$ cat config.mk
export PLATFORM = sky130hd
export DESIGN_NAME = bpe_front
export DESIGN_NICKNAME = d
export VERILOG_FILES = /design/src/rtl/core/assert_macros.svh /design/src/rtl/core/bpe_pkg.sv /design/src/rtl/core/bpe_front.sv
export SDC_FILE = /design/constraint.sdc
export NUM_CORES = 1
export LEC_CHECK = 0
export BUFFER_PORTS_ARGS = -buffer_cell sky130_fd_sc_hd__buf_2
export CAP_MARGIN = 15
export CORE_MARGIN = 3
export CORE_UTILIZATION = 54
export CTS_BUF_LIST = sky130_fd_sc_hd__clkbuf_2 sky130_fd_sc_hd__clkbuf_4 sky130_fd_sc_hd__clkbuf_8
export DETAILED_ROUTE_END_ITERATION = 10
export PLACE_DENSITY = 0.82
export SYNTH_ARGS = -nofsm -noshare
export SYNTH_HDL_FRONTEND = slang
export SYNTH_SLANG_ARGS = --single-unit
export TNS_END_PERCENT = 30
$ cat constraint.sdc
create_clock -name i_clk -period 7.25 [get_ports i_clk]
set_input_delay 0.725 -clock i_clk [delete_from_list [all_inputs] [get_ports i_clk]]
set_output_delay 0.725 -clock i_clk [all_outputs]
set_load 0.02 [all_outputs]
$ cat src/rtl/core/assert_macros.svh
// Assertion macros shared by the RTL files that carry concurrent checks.
`ifndef ASSERT_MACROS_SVH
`define ASSERT_MACROS_SVH
`ifndef ASSERT_OFF
// The property must hold at every clock edge outside reset.
`define ASSERT_CLK(label, clk, rst_n, prop, msg) \
    label: assert property (@(posedge clk) disable iff (!rst_n) prop) else $error(msg);
// The expression must never be true at a clock edge outside reset.
`define ASSERT_NEVER(label, clk, rst_n, expr, msg) \
    label: assert property (@(posedge clk) disable iff (!rst_n) !(expr)) else $error(msg);
`else
`define ASSERT_CLK(label, clk, rst_n, prop, msg)
`define ASSERT_NEVER(label, clk, rst_n, expr, msg)
`endif
`endif

$ cat src/rtl/core/bpe_pkg.sv
// Shared constants, codes and types of the polynomial surface evaluator.
package bpe_pkg;

    localparam int MAX_VOLUME_ORDER      = 8;
    localparam int MAX_TEMPERATURE_ORDER = 8;
    localparam int TABLE_SIZE = MAX_VOLUME_ORDER * MAX_TEMPERATURE_ORDER;

    // Field widths.
    localparam int IDX_W  = 6;
    localparam int COEF_W = 48;
    localparam int IN_W   = 32;
    localparam int OUT_W  = 64;
    localparam int ORD_W  = 4;

    // Index and counter widths.
    localparam int VI_W   = (MAX_VOLUME_ORDER > 1) ? $clog2(MAX_VOLUME_ORDER) : 1;
    localparam int TI_W   = (MAX_TEMPERATURE_ORDER > 1) ? $clog2(MAX_TEMPERATURE_ORDER) : 1;
    localparam int ADDR_W = (TABLE_SIZE > 1) ? $clog2(TABLE_SIZE) : 1;
    localparam int CNT_W  = 5;

    // Arithmetic widths.
    localparam int FRAC     = 30;
    localparam int OPND_W   = 64;
    localparam int PROD_W   = 2 * OPND_W;
    localparam int HALF_W   = OPND_W / 2;
    localparam int ACC_W    = 80;
    localparam int WEIGHT_W = 8;

    // Command queue between front and back.
    localparam int QDEPTH = 2;
    localparam int QPTR_W = (QDEPTH > 1) ? $clog2(QDEPTH) : 1;
    localparam int QCNT_W = $clog2(QDEPTH + 1);

    // Configuration port.
    localparam int CFG_IDX_W  = 4;
    localparam int CFG_DATA_W = 32;
    localparam logic [CFG_IDX_W-1:0] CFG_VOLUME_ORDER      = 4'd0;
    localparam logic [CFG_IDX_W-1:0] CFG_TEMPERATURE_ORDER = 4'd1;
    localparam logic [ORD_W-1:0]     ORDER_RESET           = 4'd8;

    // Command codes.
    localparam logic CMD_WRITE = 1'b0;
    localparam logic CMD_EVAL  = 1'b1;

    typedef struct packed {
        logic                     command;
        logic [IDX_W-1:0]         coef_index;
        logic signed [COEF_W-1:0] coef_value;
        logic signed [IN_W-1:0]   volume;
        logic signed [IN_W-1:0]   temperature;
    } t_item;

    typedef struct packed {
        logic signed [OUT_W-1:0] energy;
        logic signed [OUT_W-1:0] first_dv;
        logic signed [OUT_W-1:0] cross_dvdt;
        logic signed [OUT_W-1:0] second_dv;
        logic                    overflow;
    } t_result;

    // Queue handshake toward the back end.
    typedef struct packed {
        logic  valid;
        t_item item;
    } t_queue_head;

endpackage

$ cat src/rtl/core/bpe_front.sv
// Front end: command acceptance, classification and a short command queue.
module bpe_front (
    input  logic                 i_clk,
    input  logic                 i_rst_n,
    input  logic                 i_start,
    input  bpe_pkg::t_item       i_item,
    output logic                 o_busy,
    output bpe_pkg::t_queue_head o_head,
    input  logic                 i_pop
);
    import bpe_pkg::*;

    t_item             r_q [QDEPTH];
    logic [QPTR_W-1:0] r_wr;
    logic [QPTR_W-1:0] r_rd;
    logic [QCNT_W-1:0] r_cnt;
    logic              accept;
    logic              in_table;
    logic              push;
    logic              pop;

    // A write outside the table is taken and dropped here.
    assign o_busy   = (r_cnt == QCNT_W'(QDEPTH));
    assign accept   = i_start && !o_busy;
    assign in_table = ({1'b0, i_item.coef_index} < (IDX_W + 1)'(TABLE_SIZE));
    assign push     = accept && ((i_item.command == CMD_EVAL) || in_table);
    assign pop      = i_pop && (r_cnt != '0);

    assign o_head.valid = (r_cnt != '0);
    assign o_head.item  = r_q[r_rd];

    // Queue storage.
    always_ff @(posedge i_clk) begin
        if (push) begin
            r_q[r_wr] <= i_item;
        end
    end

    // Queue pointers and fill count.
    always_ff @(posedge i_clk) begin
        if (!i_rst_n) begin
            r_wr  <= '0;
            r_rd  <= '0;
            r_cnt <= '0;
        end else begin
            if (push) begin
                r_wr <= (r_wr == QPTR_W'(QDEPTH - 1)) ? '0 : r_wr + 1'b1;
            end
            if (pop) begin
                r_rd <= (r_rd == QPTR_W'(QDEPTH - 1)) ? '0 : r_rd + 1'b1;
            end
            if (push && !pop) begin
                r_cnt <= r_cnt + 1'b1;
            end else if (pop && !push) begin
                r_cnt <= r_cnt - 1'b1;
            end
        end
    end

endmodule

==> impl_results.rst <==
.. list-table::
   :header-rows: 1

   * - Metric
     - Value
   * - Crit end category
     - primary output
   * - Standard-cell rows
     - 46
   * - Final sum of negative setup slack
     - 0 ns
   * - Pin count of the biggest net entering global routing
     - 82
   * - Number of buffers added to fix hold violations after cts
     - 0
   * - LEAKAGE
     - 4.13 nW
   * - Layout Nets
     - 793
   * - Storage cell area
     - between 7000 and 8000 um2
   * - Yosys synthesis warning count
     - 0
   * - Layout Area Growth over Synthesis
     - 23.5%
   * - Post-cts repair resize count
     - 0
   * - Required arrival time at the worst endpoint
     - 6.52 ns
   * - Setup CP Type
     - flip-flop to primary output
   * - Unique cell type count in the Yosys netlist
     - 24
   * - Via density
     - 5.10
   * - Post-DP HPWL
     - 10.9 mm
   * - Port Buf Inserts
     - 243
   * - Slew @ Worst Pin
     - roughly 1.1 ns
   * - Core Footprint
     - about 16000 um2
   * - Average wire length per cell after detail routing
     - 18.4 um
   * - Relative max-transition margin
     - 28.4%
   * - Average size of a mapped cell
     - between 20 and 25 um2
   * - Maximum count of clock buffers along a single path
     - 3
   * - Worst hold path depth
     - 1
   * - Initial core utilization
     - 55.6%
   * - Drt initial violations
     - 260
   * - H-tree depth
     - 2
   * - Antenna violations before repair
     - 2
   * - Area enclosed by the die boundary
     - ~18000 um2
   * - Chip width
     - between 100 and 150 um
   * - Clock tree from TritonCTS
     - done
   * - Clock slew seen by the registers of the worst setup and hold paths
     - ~0.06 ns
   * - Post-Synthesis Cell Area
     - 8860 um2
   * - WP data arrival
     - 2.76 ns
   * - Sinks on the clock net
     - 243
   * - Max-slew violations
     - 0
   * - Maximum vdd drop
     - 213 uV
   * - Fraction of layout cells with a size suffix above 1
     - 46.7%
   * - Number of hold violations in the final report
     - 0
   * - Most frequent standard cell in the layout excluding fill and tap cells
     - buf_2
   * - Grt total ovfl
     - 0
   * - Fill cells
     - 1050
   * - Source-to-sink clock delay at the later pin of the worst-skew pair
     - around 0.5 ns
   * - Leading cell types in the layout, fill and taps excluded
     - buf_2, edfxtp_1, mux2_1, clkbuf_8, mux2_2
   * - Cell Pwr Density
     - between 300 and 400 nW/um2
   * - Synthesis-stage register bit count
     - 243
   * - Final Setup Violations
     - 0
   * - Largest fanout of any net on the critical path
     - 74
   * - Remaining antenna violation count after routing
     - 0
   * - Count of buffers added by post-CTS timing repair for setup
     - 0
   * - Number of remaining DRC errors
     - 0
   * - Global-route wire length before repair
     - 25.6 mm
   * - Total power after layout
     - 3.88 mW
   * - Unrepaired setup endpoints after global routing
     - false
   * - FF-to-FF path depth
     - 3
   * - Number of vias after detailed routing
     - approximately 4600
   * - Vertical extent of the die
     - 134 um
   * - Critical path startpoint category
     - flip-flop
   * - Top achievable clock speed
     - roughly 290 MHz
   * - Hold crit path type
     - input port to flip-flop
   * - Number of primary I/O pins
     - 244
   * - Gr usage total
     - 18.2%
   * - Total CTS buffers
     - 38
   * - Root buffer selected by CTS
     - clkbuf_8
   * - Seq/Total Area, Yosys
     - 81.8%
   * - Synthesized net count
     - 519
   * - Number of iterations in the first detailed-routing pass
     - 6
   * - Multi-input logic area
     - about 1500 um2
   * - Fin crit share
     - 48.0%
   * - Via count of the first global-routing pass
     - 4985
   * - Outcome
     - finished clean
   * - Crit path time final
     - between 3 and 4 ns
   * - Count of maximum capacitance violations
     - 0
   * - Total wire length after detailed routing
     - 16.7 mm
   * - Synthesized instance count
     - about 400
   * - GP Congestion
     - 0.719
   * - Skew final
     - 0.0126 ns
-- per-layer routing --
metal / track usage, % / up-vias / wire (um)
met2: 30.7 / 220 / 8220
li1: - / 2117 / -
met3: 7.13 / 44 / 1670
met4: 6.11 / 4 / 391
met5: 0 / - / 21
met1: 21.7 / 2248 / 6380
-- cell families after synthesis --
kind of cell / Yosys count / share of synthesized area, %
AOI/OAI and AO/OA: 5 / 0.367
buffers and inverters: 15 / 1.62
muxes: 119 / 15.1
adders and majority gates: 1 / 0.141
xor gates and xnor gates: 3 / 0.297
and+or+nand+nor: 9 / 0.650
DFF: 243 / 81.8
-- synth_stat cells, drive strengths merged --
| master | instances | share of area [%] |
|---|---|---|
| ha | 1 | 0.14 |
| nor3 | 1 | 0.11 |
| nor2 | 1 | 0.042 |
| mux2 | 119 | 15 |
| edfxtp | 238 | 81 |
| nand2b | 1 | 0.071 |
| dfxtp | 5 | 1.1 |
| and2 | 3 | 0.21 |
| buf | 13 | 1.5 |
| and3 | 1 | 0.071 |
| a21boi | 2 | 0.17 |
| xnor2 | 2 | 0.20 |
| inv | 2 | 0.085 |
| o21ai | 2 | 0.11 |
| or2 | 1 | 0.071 |
| or3 | 1 | 0.071 |
| xor2 | 1 | 0.099 |
| o21a | 1 | 0.085 |
-- stage by stage --
step	setup slack [ns]	cell area, um2	util [%]	hold slack (ns)	std cells
6_report	3.77	10900	68.7	0.417	909
4_1_cts	3.68	10900	68.6	0.378	908
5_1_grt	3.59	10900	68.6	0.376	908
3_5_place_dp	4.23	10300	64.3	0.527	845
2_1_floorplan	1.28	8860	-	0.479	395
3_3_place_gp	4.28	10300	64.3	0.491	845
-- layout make-up --
| cell class | count | area share [%] |
|---|---|---|
| sequential | 243 | 66.2 |
| multi-input combinational | 137 | 13.5 |
| timing repair buffer | 247 | 11.4 |
| clock buffer | 46 | 5.38 |
| tap | 216 | 2.47 |
| clock inverter | 17 | 0.903 |
| inverter | 2 | 0.0686 |
| antenna | 1 | 0.0229 |
-- state kept, by name, summed over array words and instances, names as in the netlist, named ones only --
register  count
r_cnt         2
r_q         238
r_wr          1
r_rd          1
-- path summary, 6_finish.rpt --
kind,from,to,slack [ns]
setup / recovery,flip-flop,o_head[116],3.77
hold / removal,i_item[19],r_q[1][19]$_DFFE_PP_,0.42
setup reg to reg,r_cnt[0]$_SDFFE_PN0P_,r_q[1][101]$_DFFE_PP_,4.72
hold reg to reg,r_cnt[1]$_SDFFE_PN0P_,r_cnt[1]$_SDFFE_PN0P_,0.53
-- where the power goes --
group | switching [mW] | internal (mW)
Clock | 0.461 | 0.568
Sequential | 0.0782 | 1.77
Combinational | 0.638 | 0.368
Total | 1.18 | 2.71
-- worst max-delay path, cell delays in order (launching register included) --
cell     delay (ns)
dfxtp_4        0.73
buf_4          0.85
mux2_1         0.41
buf_2          0.17
(Power assumes the default switching activity.)
